<file path="src/sv/cfdl_pkg.sv">
`timescale 1ns / 1ps
`default_nettype none
// ============================================================================
// cfdl_pkg: shared definitions for the CRC framed display link
// Constants, request codes, sequencer states and the structures that pass
// between the sequencer and the shared CRC unit.
// ============================================================================
package cfdl_pkg;

    localparam int          SETTINGS_BYTES_DEF = 16;

    localparam logic [15:0] CRC_POLY           = 16'hA001;
    localparam logic [15:0] CRC_INIT           = 16'hFFFF;
    localparam logic [7:0]  SYNC_BYTE          = 8'hFA;
    localparam logic [7:0]  CMD_CLEAR_CHANGE   = 8'h03;
    localparam logic [7:0]  CMD_CLEAR_SAVE     = 8'h04;
    localparam logic [7:0]  CMD_WRITE          = 8'h10;
    localparam logic [7:0]  TIMEOUT_RESET      = 8'd100;

    typedef enum logic [1:0] {
        REQ_BYTE = 2'd0,
        REQ_TICK = 2'd1,
        REQ_READ = 2'd2,
        REQ_IDLE = 2'd3
    } req_t;

    typedef enum logic [3:0] {
        S_IDLE,
        S_RX_FOLD,
        S_RX_DONE,
        S_READ_WAIT,
        S_TICK_SEL,
        S_TICK_RAM,
        S_TICK_FOLD,
        S_OUT
    } state_t;

    typedef enum logic [1:0] {
        CRC_HOLD,
        CRC_LOAD,
        CRC_XOR,
        CRC_SHIFT
    } crc_op_t;

    typedef struct packed {
        crc_op_t     op;
        logic [15:0] data;
    } crc_ctrl_t;

    typedef struct packed {
        logic [7:0] tx_byte;
        logic       tx_valid;
        logic       result_last;
        logic       frame_done;
        logic       crc_ok;
        logic [7:0] command_seen;
        logic       clear_change;
        logic       clear_save;
        logic       settings_written;
        logic       link_error;
        logic [7:0] read_data;
    } out_item_t;

endpackage

`default_nettype wire

</file>
<file path="src/sv/crc_framed_display_link.sv">
`timescale 1ns / 1ps
`default_nettype none
// ============================================================================
// crc_framed_display_link: CRC-16/Modbus framed display link
// Receives frame bytes, checks and acts on frames, ages the link timeout
// and sends status frames built from the settings store.
// ============================================================================
// One transaction is taken at a time. A received byte is folded into the
// CRC by the bit-serial CRC unit, one bit per cycle, before its result is
// offered. A tick with a change or save pending yields SETTINGS_BYTES + 5
// results; each header and settings byte is folded into the CRC before it
// is offered, a settings byte after its RAM read, and the two CRC bytes are
// sent unfolded. A read waits on the RAM read data. Every result waits in an
// output register until it is taken. The settings store and the receive stage
// share one RAM as two banks; a committed write frame swaps the banks, so no
// copy pass is needed and the store reads as zero until the first commit.
// ============================================================================
module crc_framed_display_link #(
    parameter int SETTINGS_BYTES = cfdl_pkg::SETTINGS_BYTES_DEF
) (
    input  logic       clk,
    input  logic       rst_n,

    input  logic       cfg_valid,
    output logic       cfg_ready,
    input  logic [7:0] cfg_data,

    input  logic       in_valid,
    output logic       in_ready,
    input  logic [1:0] req_type,
    input  logic [7:0] rx_byte,
    input  logic       frame_end,
    input  logic       change_pending,
    input  logic       save_pending,
    input  logic [3:0] read_index,

    output logic       out_valid,
    input  logic       out_ready,
    output logic [7:0] tx_byte,
    output logic       tx_valid,
    output logic       result_last,
    output logic       frame_done,
    output logic       crc_ok,
    output logic [7:0] command_seen,
    output logic       clear_change,
    output logic       clear_save,
    output logic       settings_written,
    output logic       link_error,
    output logic [7:0] read_data
);

    import cfdl_pkg::*;

    localparam int IDX_W     = (SETTINGS_BYTES > 1) ? $clog2(SETTINGS_BYTES) : 1;
    localparam int ADDR_W    = IDX_W + 1;
    localparam int RAM_DEPTH = 2 ** ADDR_W;
    localparam int K_W       = $clog2(SETTINGS_BYTES + 5);

    state_t          state_reg, state_next;
    logic [2:0]      step_reg, step_next;
    logic [K_W-1:0]  k_reg, k_next;
    logic [7:0]      ticks_reg, ticks_next;
    logic [7:0]      tcount_reg, tcount_next;
    logic            error_reg, error_next;
    logic [15:0]     rx_crc_reg, rx_crc_next;
    logic [7:0]      rx_count_reg, rx_count_next;
    logic [7:0]      rx_cmd_reg, rx_cmd_next;
    logic            bank_reg, bank_next;
    logic            stored_reg, stored_next;

    logic            chg_reg, chg_next;
    logic            sav_reg, sav_next;
    logic            end_reg, end_next;
    logic            in_range_reg, in_range_next;
    out_item_t       res_reg, res_next;

    crc_ctrl_t       crc_ctrl;
    logic [15:0]     crc;
    logic            ram_we;
    logic [ADDR_W-1:0] ram_waddr;
    logic [ADDR_W-1:0] ram_raddr;
    logic [7:0]      ram_rdata;
    logic [7:0]      ram_byte;

    logic            accept;
    logic            stage_hit;
    logic            k_is_data;
    logic            k_folds;
    logic            k_last;
    logic [7:0]      sel_byte;
    logic            frame_ok;
    logic            tick_busy;

    assign accept    = in_valid && in_ready;
    assign stage_hit = (32'(rx_count_reg) >= 3) && (32'(rx_count_reg) < SETTINGS_BYTES + 3);
    assign k_is_data = (32'(k_reg) >= 3) && (32'(k_reg) < SETTINGS_BYTES + 3);
    assign k_folds   = 32'(k_reg) < SETTINGS_BYTES + 3;
    assign k_last    = 32'(k_reg) == SETTINGS_BYTES + 4;
    assign ram_byte  = stored_reg ? ram_rdata : 8'h00;
    assign frame_ok  = (crc == 16'h0000);
    assign tick_busy = change_pending || save_pending;

    always_comb
    begin
        if (32'(k_reg) == 0)
        begin
            sel_byte = SYNC_BYTE;
        end
        else if (32'(k_reg) == 1)
        begin
            sel_byte = sav_reg ? CMD_CLEAR_SAVE : CMD_CLEAR_CHANGE;
        end
        else if (32'(k_reg) == 2)
        begin
            sel_byte = 8'(SETTINGS_BYTES);
        end
        else if (32'(k_reg) == SETTINGS_BYTES + 3)
        begin
            sel_byte = crc[7:0];
        end
        else
        begin
            sel_byte = crc[15:8];
        end
    end

    // Next state.
    always_comb
    begin
        state_next = state_reg;
        case (state_reg)
            S_IDLE:
            begin
                if (in_valid)
                begin
                    case (req_t'(req_type))
                        REQ_BYTE: state_next = S_RX_FOLD;
                        REQ_TICK: state_next = tick_busy ? S_TICK_SEL : S_OUT;
                        REQ_READ: state_next = S_READ_WAIT;
                        default:  state_next = S_OUT;
                    endcase
                end
            end
            S_RX_FOLD:
            begin
                if (step_reg == 3'd7)
                begin
                    state_next = S_RX_DONE;
                end
            end
            S_RX_DONE:   state_next = S_OUT;
            S_READ_WAIT: state_next = S_OUT;
            S_TICK_SEL:
            begin
                if (k_is_data)
                begin
                    state_next = S_TICK_RAM;
                end
                else if (k_folds)
                begin
                    state_next = S_TICK_FOLD;
                end
                else
                begin
                    state_next = S_OUT;
                end
            end
            S_TICK_RAM:  state_next = S_TICK_FOLD;
            S_TICK_FOLD:
            begin
                if (step_reg == 3'd7)
                begin
                    state_next = S_OUT;
                end
            end
            S_OUT:
            begin
                if (out_ready)
                begin
                    state_next = res_reg.result_last ? S_IDLE : S_TICK_SEL;
                end
            end
            default:     state_next = S_IDLE;
        endcase
    end

    // Sequencer outputs: handshake, CRC unit commands and RAM ports.
    always_comb
    begin
        in_ready      = (state_reg == S_IDLE);
        out_valid     = (state_reg == S_OUT);
        crc_ctrl.op   = CRC_HOLD;
        crc_ctrl.data = 16'h0000;
        ram_we        = 1'b0;
        ram_waddr     = {~bank_reg, IDX_W'(rx_count_reg - 8'd3)};
        ram_raddr     = {bank_reg, IDX_W'(read_index)};
        case (state_reg)
            S_IDLE:
            begin
                if (in_valid)
                begin
                    case (req_t'(req_type))
                        REQ_BYTE:
                        begin
                            crc_ctrl.op   = CRC_LOAD;
                            crc_ctrl.data = rx_crc_reg ^ {8'h00, rx_byte};
                            ram_we        = stage_hit;
                        end
                        REQ_TICK:
                        begin
                            crc_ctrl.op   = CRC_LOAD;
                            crc_ctrl.data = CRC_INIT;
                        end
                        default:
                        begin
                            crc_ctrl.op   = CRC_HOLD;
                        end
                    endcase
                end
            end
            S_RX_FOLD, S_TICK_FOLD:
            begin
                crc_ctrl.op = CRC_SHIFT;
            end
            S_TICK_SEL:
            begin
                ram_raddr = {bank_reg, IDX_W'(k_reg - K_W'(3))};
                if (!k_is_data && k_folds)
                begin
                    crc_ctrl.op   = CRC_XOR;
                    crc_ctrl.data = {8'h00, sel_byte};
                end
            end
            S_TICK_RAM:
            begin
                crc_ctrl.op   = CRC_XOR;
                crc_ctrl.data = {8'h00, ram_byte};
            end
            default:
            begin
                crc_ctrl.op = CRC_HOLD;
            end
        endcase
    end

    // Datapath and link state.
    always_comb
    begin
        step_next     = step_reg;
        k_next        = k_reg;
        ticks_next    = ticks_reg;
        tcount_next   = tcount_reg;
        error_next    = error_reg;
        rx_crc_next   = rx_crc_reg;
        rx_count_next = rx_count_reg;
        rx_cmd_next   = rx_cmd_reg;
        bank_next     = bank_reg;
        stored_next   = stored_reg;
        chg_next      = chg_reg;
        sav_next      = sav_reg;
        end_next      = end_reg;
        in_range_next = in_range_reg;
        res_next      = res_reg;

        if (cfg_valid && cfg_ready)
        begin
            ticks_next = cfg_data;
        end

        case (state_reg)
            S_IDLE:
            begin
                if (accept)
                begin
                    chg_next      = change_pending;
                    sav_next      = save_pending;
                    end_next      = frame_end;
                    in_range_next = 32'(read_index) < SETTINGS_BYTES;
                    step_next     = 3'd0;
                    k_next        = '0;
                    res_next             = '0;
                    res_next.result_last = 1'b1;
                    res_next.link_error  = error_reg;
                    case (req_t'(req_type))
                        REQ_BYTE:
                        begin
                            if (rx_count_reg == 8'd1)
                            begin
                                rx_cmd_next = rx_byte;
                            end
                            if (rx_count_reg != 8'hFF)
                            begin
                                rx_count_next = rx_count_reg + 8'd1;
                            end
                        end
                        REQ_TICK:
                        begin
                            if (tcount_reg < ticks_reg)
                            begin
                                tcount_next = tcount_reg + 8'd1;
                            end
                            else
                            begin
                                error_next          = 1'b1;
                                res_next.link_error = 1'b1;
                            end
                        end
                        default:
                        begin
                            res_next.result_last = 1'b1;
                        end
                    endcase
                end
            end
            S_RX_FOLD, S_TICK_FOLD:
            begin
                step_next = step_reg + 3'd1;
            end
            S_RX_DONE:
            begin
                if (end_reg)
                begin
                    res_next.frame_done   = 1'b1;
                    res_next.crc_ok       = frame_ok;
                    res_next.command_seen = rx_cmd_reg;
                    rx_crc_next   = CRC_INIT;
                    rx_count_next = 8'd0;
                    rx_cmd_next   = 8'd0;
                    if (frame_ok)
                    begin
                        tcount_next         = 8'd0;
                        error_next          = 1'b0;
                        res_next.link_error = 1'b0;
                        if (rx_cmd_reg == CMD_CLEAR_CHANGE)
                        begin
                            res_next.clear_change = 1'b1;
                        end
                        else if (rx_cmd_reg == CMD_CLEAR_SAVE)
                        begin
                            res_next.clear_save = 1'b1;
                        end
                        else if ((rx_cmd_reg == CMD_WRITE) && !chg_reg && !sav_reg
                                 && (32'(rx_count_reg) >= SETTINGS_BYTES + 5))
                        begin
                            bank_next                 = ~bank_reg;
                            stored_next               = 1'b1;
                            res_next.settings_written = 1'b1;
                        end
                    end
                end
                else
                begin
                    rx_crc_next = crc;
                end
            end
            S_READ_WAIT:
            begin
                res_next.read_data = in_range_reg ? ram_byte : 8'h00;
            end
            S_TICK_SEL:
            begin
                step_next            = 3'd0;
                res_next             = '0;
                res_next.tx_byte     = sel_byte;
                res_next.tx_valid    = 1'b1;
                res_next.result_last = k_last;
                res_next.link_error  = error_reg;
            end
            S_TICK_RAM:
            begin
                res_next.tx_byte = ram_byte;
            end
            S_OUT:
            begin
                if (out_ready && !res_reg.result_last)
                begin
                    k_next = k_reg + K_W'(1);
                end
            end
            default:
            begin
                step_next = step_reg;
            end
        endcase
    end

    always_ff @(posedge clk or negedge rst_n)
    begin
        if (!rst_n)
        begin
            state_reg    <= S_IDLE;
            step_reg     <= 3'd0;
            k_reg        <= '0;
            ticks_reg    <= TIMEOUT_RESET;
            tcount_reg   <= 8'd0;
            error_reg    <= 1'b0;
            rx_crc_reg   <= CRC_INIT;
            rx_count_reg <= 8'd0;
            rx_cmd_reg   <= 8'd0;
            bank_reg     <= 1'b0;
            stored_reg   <= 1'b0;
        end
        else
        begin
            state_reg    <= state_next;
            step_reg     <= step_next;
            k_reg        <= k_next;
            ticks_reg    <= ticks_next;
            tcount_reg   <= tcount_next;
            error_reg    <= error_next;
            rx_crc_reg   <= rx_crc_next;
            rx_count_reg <= rx_count_next;
            rx_cmd_reg   <= rx_cmd_next;
            bank_reg     <= bank_next;
            stored_reg   <= stored_next;
        end
    end

    always_ff @(posedge clk)
    begin
        chg_reg      <= chg_next;
        sav_reg      <= sav_next;
        end_reg      <= end_next;
        in_range_reg <= in_range_next;
        res_reg      <= res_next;
    end

    cfdl_crc_unit u_crc (
        .clk  (clk),
        .ctrl (crc_ctrl),
        .crc  (crc)
    );

    cfdl_ram #(
        .WIDTH (8),
        .DEPTH (RAM_DEPTH)
    ) u_ram (
        .clk   (clk),
        .we    (ram_we),
        .waddr (ram_waddr),
        .wdata (rx_byte),
        .raddr (ram_raddr),
        .rdata (ram_rdata)
    );

    assign cfg_ready        = 1'b1;
    assign tx_byte          = res_reg.tx_byte;
    assign tx_valid         = res_reg.tx_valid;
    assign result_last      = res_reg.result_last;
    assign frame_done       = res_reg.frame_done;
    assign crc_ok           = res_reg.crc_ok;
    assign command_seen     = res_reg.command_seen;
    assign clear_change     = res_reg.clear_change;
    assign clear_save       = res_reg.clear_save;
    assign settings_written = res_reg.settings_written;
    assign link_error       = res_reg.link_error;
    assign read_data        = res_reg.read_data;

endmodule

`default_nettype wire

</file>
<file path="src/sv/cfdl_ram.sv">
`timescale 1ns / 1ps
`default_nettype none
// ============================================================================
// cfdl_ram: generic single-write, single-read RAM
// One write port and one read port with registered read data.
// ============================================================================
module cfdl_ram #(
    parameter int WIDTH = 8,
    parameter int DEPTH = 32
) (
    input  logic                     clk,
    input  logic                     we,
    input  logic [$clog2(DEPTH)-1:0] waddr,
    input  logic [WIDTH-1:0]         wdata,
    input  logic [$clog2(DEPTH)-1:0] raddr,
    output logic [WIDTH-1:0]         rdata
);

    logic [WIDTH-1:0] mem [DEPTH];
    logic [WIDTH-1:0] rdata_reg;

    always_ff @(posedge clk)
    begin
        if (we)
        begin
            mem[waddr] <= wdata;
        end
        rdata_reg <= mem[raddr];
    end

    assign rdata = rdata_reg;

endmodule

`default_nettype wire

</file>
<file path="src/sv/cfdl_crc_unit.sv">
`timescale 1ns / 1ps
`default_nettype none
// ============================================================================
// cfdl_crc_unit: bit-serial CRC-16/Modbus unit
// Holds one working CRC value and applies a load, a byte XOR or one
// reflected shift step per cycle, as the sequencer commands.
// ============================================================================
module cfdl_crc_unit (
    input  logic                 clk,
    input  cfdl_pkg::crc_ctrl_t  ctrl,
    output logic [15:0]          crc
);

    import cfdl_pkg::*;

    logic [15:0] crc_reg;
    logic [15:0] crc_next;

    always_comb
    begin
        case (ctrl.op)
            CRC_LOAD:  crc_next = ctrl.data;
            CRC_XOR:   crc_next = crc_reg ^ ctrl.data;
            CRC_SHIFT: crc_next = crc_reg[0] ? ((crc_reg >> 1) ^ CRC_POLY) : (crc_reg >> 1);
            default:   crc_next = crc_reg;
        endcase
    end

    always_ff @(posedge clk)
    begin
        crc_reg <= crc_next;
    end

    assign crc = crc_reg;

endmodule

`default_nettype wire
</file>
<file path="config.mk">
export PLATFORM = sky130hd
export DESIGN_NAME = crc_framed_display_link
export DESIGN_NICKNAME = d
export VERILOG_FILES = /design/src/sv/cfdl_pkg.sv /design/src/sv/crc_framed_display_link.sv /design/src/sv/cfdl_ram.sv /design/src/sv/cfdl_crc_unit.sv
export SDC_FILE = /design/constraint.sdc
export NUM_CORES = 1
export LEC_CHECK = 0
export BUFFER_PORTS_ARGS = -buffer_cell sky130_fd_sc_hd__buf_2
export CAP_MARGIN = 15
export CORE_MARGIN = 1
export CORE_UTILIZATION = 60
export DETAILED_ROUTE_END_ITERATION = 12
export PLACE_DENSITY = 0.76
export SLEW_MARGIN = 20
export SYNTH_ARGS = -nofsm -noshare
export SYNTH_HDL_FRONTEND = slang
export SYNTH_SLANG_ARGS = --single-unit
export TNS_END_PERCENT = 100
</file>
<file path="constraint.sdc">
create_clock -name clk -period 3.5 [get_ports clk]
set_input_delay 0.175 -clock clk [delete_from_list [all_inputs] [get_ports clk]]
set_output_delay 0.175 -clock clk [all_outputs]
set_load 0.05 [all_outputs]
</file>
==> flow_summary_export.csv, run 1 <==
group,metric,value,unit
global_routing,globalRoute.totalOverflow,0,
route,met3WireLength,3180,microns
clock_tree,cts_htree_levels,2,
pwr,power-per-cell-area,699,nW/um^2
pwr,cellLeakagePower,6.80,nW
synthesis,synth_area_leaders,"sky130_fd_sc_hd__edfxtp_1 (56%), sky130_fd_sc_hd__dfrtp_1 (6.5%), sky130_fd_sc_hd__mux4_2 (6.4%), sky130_fd_sc_hd__nand2_1 (3.8%), sky130_fd_sc_hd__dfstp_2 (3.0%)",
synthesis,synth_enable_flop_cells,307,
route,totalWireLength,40700,microns
timing,setup_total_negative_slack,0,ns
placement,dpl.hpwl,26200,microns
timing,fin_crit_sh,0.870,
timing,max_slew.worst_pin.slew,0.982,ns
synthesis,postSynth.topFlopCell,"sky130_fd_sc_hd__edfxtp_1",
synthesis,post_synth_inst_count,1227,
synthesis,synth.yosys.seq_area_share,0.666,
clock_tree,clk_path_buf_depth,3,
synthesis,yosysMostFrequentCell,"sky130_fd_sc_hd__edfxtp_1",
synthesis,synth_area_leader_cell,"sky130_fd_sc_hd__edfxtp_1",
route,route.detailed.vias_per_inst,6.31,
worst_setup_path,worst_r2r_path_depth,8,
floorplanning,floorplan.die.height,168,microns
placement,routabilityCongestion,0.920,
flow_run,drv.max_cap_violation_count,0,
synthesis,syn-cell-area,16400,sq um
route,router_iterations_before_antenna_repair,6,
cells_and_area,number_of_flip_flops_under_the_largest_register_name,256,
clock_tree,cts-resized-gates,0,
route,detailroute.via_count,10872,
clock_tree,clock_buffers_created_by_tritoncts,39,
worst_setup_path,worst-path-max-fanout,80,
timing,timing_max_transition_violations_final,0,
global_routing,via_count_of_the_first_global_routing_pass,10384,
synthesis,yosys_warnings,0,
timing,final_hold_viol_count,0,
timing,max_freq,0.328,GHz
global_routing,grt_start_max_net_pins,81,
worst_setup_path,worstSetupEndpointType,"flip-flop",
cells_and_area,finish.utilization,0.697,
cells_and_area,n_antenna_cell,0,
timing,clock_skew,0.0165,ns
timing,slew_headroom,0.345,
route,postRouteAntennaNets,0,
global_routing,grt_antenna_before_repair,1,
worst_setup_path,timing.setup.critical_path_class,"reg2reg",
cells_and_area,ff_latch_area,11000,sq um
pwr,max-vdd-ir-drop,0.460,mV
clock_tree,cts_num_sinks,377,
floorplanning,floorplan.rows,60,
clock_tree,insertion_delay,0.53,ns
route,met2_length,19600,microns
cells_and_area,nNetsFinal,1407,
worst_setup_path,r2r_slack,0.46,ns
synthesis,yosys-top-cells-count,"sky130_fd_sc_hd__edfxtp_1 (307), sky130_fd_sc_hd__nand2_1 (165), sky130_fd_sc_hd__nor2_1 (87), sky130_fd_sc_hd__o21ai_0 (81), sky130_fd_sc_hd__nand3_1 (60)",
floorplanning,die-width,168,microns
synthesis,synth-seq-cells,377,
placement,place.detailed.instances,1635,
synthesis,synth.top_cell.area_share,0.561,
timing,grt_setup_unrepaired,"no",
placement,count_of_port_buffers_added_during_placement,63,
worst_setup_path,start_kind,"flip-flop",
global_routing,globalRouteTotalUtil,0.294,
worst_setup_path,critical_path_arrival,3.49,ns
worst_setup_path,worst_r2r_dst,"u_ram.rdata[3]",
route,routedLengthMet1,16200,microns
floorplanning,pin_count,65,
cells_and_area,final_cells,1723,
status,outcome,"finished, final reports clean",
synthesis,ys_async_sr_fraction,0.164,
worst_setup_path,startpoint,"state_reg[0]",
floorplanning,initial_utilization,0.610,
cells_and_area,flow.area_growth_from_synthesis,14.2,%
synthesis,post_synth_num_cell_types,68,
synthesis,postSynthAreaPerCell,13.4,sq um
floorplanning,core_area,27000,sq um
worst_setup_path,worstSetupEndpoint,"u_ram.rdata[3]",
clock_tree,clkTransAtPathRegs,0.06,ns
floorplanning,die_area,28100,sq um
clock_tree,cts_tree,"done",
timing,setup_viol,0,
timing,setup_ws,0.456,ns
route,routed_wire_length_per_instance,23.6,microns
global_routing,grt_pass1_wl,61500,microns
clock_tree,post-cts-setup-buffer-count,0,
cells_and_area,drive_above_1_share,0.195,
route,drc,0,
route,routed.top_layer,"met5",
timing,final.hold.worst_slack,0.0291,ns
route,drt-initial-drc-count,1263,
cells_and_area,multi_input_comb_area,5090,sq um
worst_setup_path,critical_path.reg2reg.startpoint,"state_reg[0]",
cells_and_area,num-fill-cells,1784,
worst_setup_path,worst_ep_required_time,3.95,ns
clock_tree,cts_root_buf,"sky130_fd_sc_hd__clkbuf_16",
timing,period_needed,3.04,ns
placement,place_worst_setup_slack,0.471,ns
synthesis,syn-num-nets,1279,
min_path,worstHoldPathType,"in2reg",
clock_tree,postCtsHoldBufs,20,
-- critical path, stage by stage, from the launching register on --
cell	delay (ns)
sky130_fd_sc_hd__dfrtp_1	0.38
sky130_fd_sc_hd__or3b_1	0.58
sky130_fd_sc_hd__inv_4	0.28
sky130_fd_sc_hd__mux2i_4	0.29
sky130_fd_sc_hd__buf_12	0.34
sky130_fd_sc_hd__mux4_2	0.28
sky130_fd_sc_hd__nor3_1	0.08
sky130_fd_sc_hd__or4_1	0.58
sky130_fd_sc_hd__nor3_2	0.12
-- worst min-delay path by stage --
stage	startpoint	to	slack, ns	cells past startpoint
detailed placement	frame_end	end_reg	0.36	1
floorplan	rst_n	bank_reg	-0.12	0
global route	rx_byte[4]	u_ram.mem[23][4]	0.06	1
global placement	rst_n	ticks_reg[1]	0.36	1
finish	cfg_valid	ticks_reg[4]	0.03	2
CTS	cfg_valid	ticks_reg[4]	0.006	2
-- cells in the final DEF, fill, tap and decap left out, types with 38 or more instances in the layout --
master	Yosys	layout
sky130_fd_sc_hd__clkbuf_16	0	39
sky130_fd_sc_hd__dfrtp_1	43	43
sky130_fd_sc_hd__buf_4	3	60
sky130_fd_sc_hd__edfxtp_1	307	307
sky130_fd_sc_hd__inv_1	38	38
sky130_fd_sc_hd__buf_2	11	63
sky130_fd_sc_hd__mux4_2	47	47
sky130_fd_sc_hd__nand2_1	165	165
sky130_fd_sc_hd__nor2_1	87	87
sky130_fd_sc_hd__o21ai_0	81	80
sky130_fd_sc_hd__nand3_1	60	60
sky130_fd_sc_hd__nor3_1	42	42
-- logic make-up (layout without fill, tap and decap cells) --
family	after synthesis	count (layout)	synth area share
and+or+nand+nor	436	436	0.124
DFF	377	377	0.666
AOI/OAI and AO/OA	202	202	0.0748
buffers and inverters	98	253	0.0259
muxes	63	63	0.0773
xor gates and xnor gates	28	28	0.0149
adders and majority gates	22	22	0.0167
other	1	1	0.000228
-- per-stage QoR --
step | total power, mW | cell area, sq um
after global placement | 9.25 | 17400
after detailed placement | 9.34 | 17400
final | 13.1 | 18800
after CTS | 13.1 | 18800
after floorplan | 8.35 | 16400
after global routing | 13.7 | 18800
-- metal layers --
layer / up-vias / GRT usage
met5: - / 0
li1: 4854 / -
met4: 2 / 0.120
met2: 560 / 0.486
met3: 107 / 0.0390
met1: 5349 / 0.399
-- final cells by class --
cell class                 count  area share
clock inverter                17     0.00573
clock buffer                  51      0.0554
multi-input combinational    752       0.271
timing repair buffer         145      0.0536
inverter                      40     0.00813
sequential                   377       0.583
tap                          341      0.0227
-- power breakdown --
part / total, mW / internal (mW) / switching, mW / leakage [nW]
Sequential: 5.93 / 5.50 / 0.429 / 3.60
Combinational: 3.42 / 1.16 / 2.27 / 2.64
Clock: 3.78 / 2.11 / 1.67 / 0.563
Total: 13.1 / 8.77 / 4.37 / 6.80
No activity file was read; power rests on OpenSTA's default activity.
==> run 2, diff against run 1 <==
--- a/config.mk
+++ b/config.mk
@@ -10,7 +10,7 @@
 export CORE_MARGIN = 1
 export CORE_UTILIZATION = 60
 export DETAILED_ROUTE_END_ITERATION = 12
-export PLACE_DENSITY = 0.76
+export PLACE_DENSITY = 0.78
 export SLEW_MARGIN = 20
 export SYNTH_ARGS = -nofsm -noshare
 export SYNTH_HDL_FRONTEND = slang
==> run 2 against run 1 <==
Worst setup slack improved by 0.013 ns. Utilization increased by 0.24 points. Largest cell class unchanged. Largest power group unchanged. Combinational power hardly changed. Global-route usage fell by 0.21 points. Non-clock buffer count down 3. Final area is 0.34% higher. Critical path depth unchanged.
==> flow_summary_export.csv, run 2 (same netlist as run 1, synthesis figures left out) <==
group,metric,value,unit
timing,setup_total_negative_slack,0,ns
worst_setup_path,start_kind,"flip-flop",
floorplanning,floorplan.rows,60,
clock_tree,clk_path_buf_depth,3,
flow_run,drv.max_cap_violation_count,0,
global_routing,via_count_of_the_first_global_routing_pass,10715,
global_routing,globalRouteTotalUtil,0.292,
timing,timing_max_transition_violations_final,0,
cells_and_area,mostFrequentLayoutCells,"sky130_fd_sc_hd__edfxtp_1 (307), sky130_fd_sc_hd__nand2_1 (165), sky130_fd_sc_hd__nor2_1 (87)",
timing,final_hold_viol_count,0,
clock_tree,cts_root_buf,"sky130_fd_sc_hd__clkbuf_16",
cells_and_area,drive_above_1_share,0.198,
global_routing,grt_start_max_net_pins,59,
floorplanning,die_area,28100,sq um
placement,dpl.hpwl,26100,microns
cells_and_area,finalInstanceArea,18800,sq um
placement,placed_cell_areas,17400,sq um
route,drt-initial-drc-count,1204,
timing,setup_ws,0.469,ns
timing,slew_headroom,0.215,
timing,max_slew.worst_pin.slew,1.17,ns
timing,clock_skew,0.0111,ns
cells_and_area,num-fill-cells,1762,
pwr,cellLeakagePower,6.84,nW
global_routing,grt_antenna_before_repair,0,
cells_and_area,number_of_flip_flops_under_the_largest_register_name,256,
floorplanning,core_area,27000,sq um
worst_setup_path,worst_ep_required_time,3.96,ns
timing,grt_setup_unrepaired,"no",
route,postRouteAntennaNets,0,
timing,setup_viol,0,
pwr,post-layout-total-power,13.4,mW
placement,count_of_port_buffers_added_during_placement,63,
min_path,worstHoldPathType,"in2reg",
timing,max_freq,0.330,GHz
route,routed_wire_length_per_instance,23.4,microns
floorplanning,pin_count,65,
route,route.detailed.vias_per_inst,6.33,
status,outcome,"finished, final reports clean",
clock_tree,cts_num_sinks,377,
route,drc,0,
cells_and_area,finish.utilization,0.699,
worst_setup_path,worst-path-max-fanout,22,
pwr,max-vdd-ir-drop,0.544,mV
route,totalWireLength,40300,microns
placement,place_worst_setup_slack,0.489,ns
floorplanning,die-width,168,microns
pwr,power-per-cell-area,709,nW/um^2
placement,routabilityCongestion,0.929,
route,detailroute.via_count,10911,
worst_setup_path,worstSetupEndpointType,"flip-flop",
clock_tree,clkTransAtPathRegs,0.06,ns
cells_and_area,n_antenna_cell,0,
cells_and_area,flow.area_growth_from_synthesis,14.6,%
cells_and_area,nNetsFinal,1404,
worst_setup_path,critical_path_arrival,3.49,ns
clock_tree,insertion_delay,0.53,ns
timing,period_needed,3.03,ns
floorplanning,floorplan.die.height,168,microns
clock_tree,cts-resized-gates,0,
route,router_iterations_before_antenna_repair,5,
clock_tree,post-cts-setup-buffer-count,0,
clock_tree,cts_htree_levels,2,
clock_tree,cts_tree,"done",
cells_and_area,layout.cells.most_common,"sky130_fd_sc_hd__edfxtp_1",
global_routing,globalRoute.totalOverflow,0,
clock_tree,clock_buffers_created_by_tritoncts,39,
floorplanning,initial_utilization,0.610,
worst_setup_path,timing.setup.critical_path_class,"reg2reg",
global_routing,grt_pass1_wl,61400,microns
timing,fin_crit_sh,0.866,
==> run 2: changes by cell type in the layout (fill, tap and decap cells not counted) <==
cell / before / now
sky130_fd_sc_hd__clkbuf_8: 2 / 6
sky130_fd_sc_hd__dlygate4sd3_1: 20 / 16
sky130_fd_sc_hd__clkinv_2: 8 / 6
sky130_fd_sc_hd__clkinv_8: 0 / 2
sky130_fd_sc_hd__buf_4: 60 / 61
sky130_fd_sc_hd__bufinv_16: 0 / 1
sky130_fd_sc_hd__clkbuf_1: 10 / 9
sky130_fd_sc_hd__clkinv_4: 1 / 2
sky130_fd_sc_hd__clkinvlp_4: 2 / 1
sky130_fd_sc_hd__inv_6: 1 / 0
==> run 2: timing repair <==
action | CTS | global route
hold buffers | 16 | 0
endpoints found under the setup margin | 0 | 0
hold endpoints to repair | 31 | 0
==> run 2: layer usage <==
metal  wire length [microns]  track usage  vias to the layer above  part of all wire
li1                        -            -                     4860                 -
met1                   15600        0.385                     5381              0.39
met2                   19600        0.480                      579              0.49
met3                    3450       0.0501                       91             0.086
met4                    1670        0.131                        0             0.042
met5                       0            0                        -                 0
==> run 2: final timing paths <==
check	from	to	slack [ns]	depth (start not counted)
worst max-delay path	state_reg[0]	u_ram.rdata[0]	0.47	8
worst min-delay path	cfg_valid	ticks_reg[2]	0.01	2
worst max register to register	state_reg[0]	u_ram.rdata[0]	0.47	8
worst min register to register	rx_crc_reg[12]	rx_crc_reg[12]	0.45	2
max in group asynchronous	rst_n	rx_crc_reg[2]	2.41	3
min in group asynchronous	rst_n	ticks_reg[0]	0.15	2
==> run 2: per-stage QoR <==
| step | cells | hold slack, ns |
|---|---|---|
| 6_report | 1723 | 0.0149 |
| 5_1_grt | 1723 | 0.0377 |
| 4_1_cts | 1723 | 0.00214 |
| 3_5_place_dp | 1636 | 0.157 |
| 3_3_place_gp | 1636 | 0.155 |
| 2_1_floorplan | 1227 | -0.121 |
==> run 2: worst max-delay path, cell delays in order (launching register included) <==
cell and delay [ns]:
sky130_fd_sc_hd__dfrtp_1 0.38, sky130_fd_sc_hd__or3b_1 0.58, sky130_fd_sc_hd__inv_4 0.29, sky130_fd_sc_hd__mux2i_4 0.31, sky130_fd_sc_hd__buf_4 0.35, sky130_fd_sc_hd__mux4_2 0.26, sky130_fd_sc_hd__nor3_1 0.06, sky130_fd_sc_hd__or4_1 0.57
sky130_fd_sc_hd__nor3_2 0.14
==> run 2: layout make-up <==
type / count / area, sq um / area share
clock buffer: 54 / 1090 / 0.0580
timing repair buffer: 142 / 973 / 0.0517
sequential: 377 / 11000 / 0.581
multi-input combinational: 752 / 5090 / 0.270
tap: 341 / 427 / 0.0226
inverter: 40 / 153 / 0.00810
clock inverter: 17 / 153 / 0.00810
==> run 2: report_power, final <==
| part | leakage [nW] | total (mW) | switching [mW] | internal [mW] |
|---|---|---|---|---|
| Sequential | 3.60 | 5.95 | 0.445 | 5.51 |
| Clock | 0.610 | 3.98 | 1.70 | 2.28 |
| Combinational | 2.63 | 3.43 | 2.28 | 1.15 |
| Total | 6.84 | 13.4 | 4.42 | 8.94 |
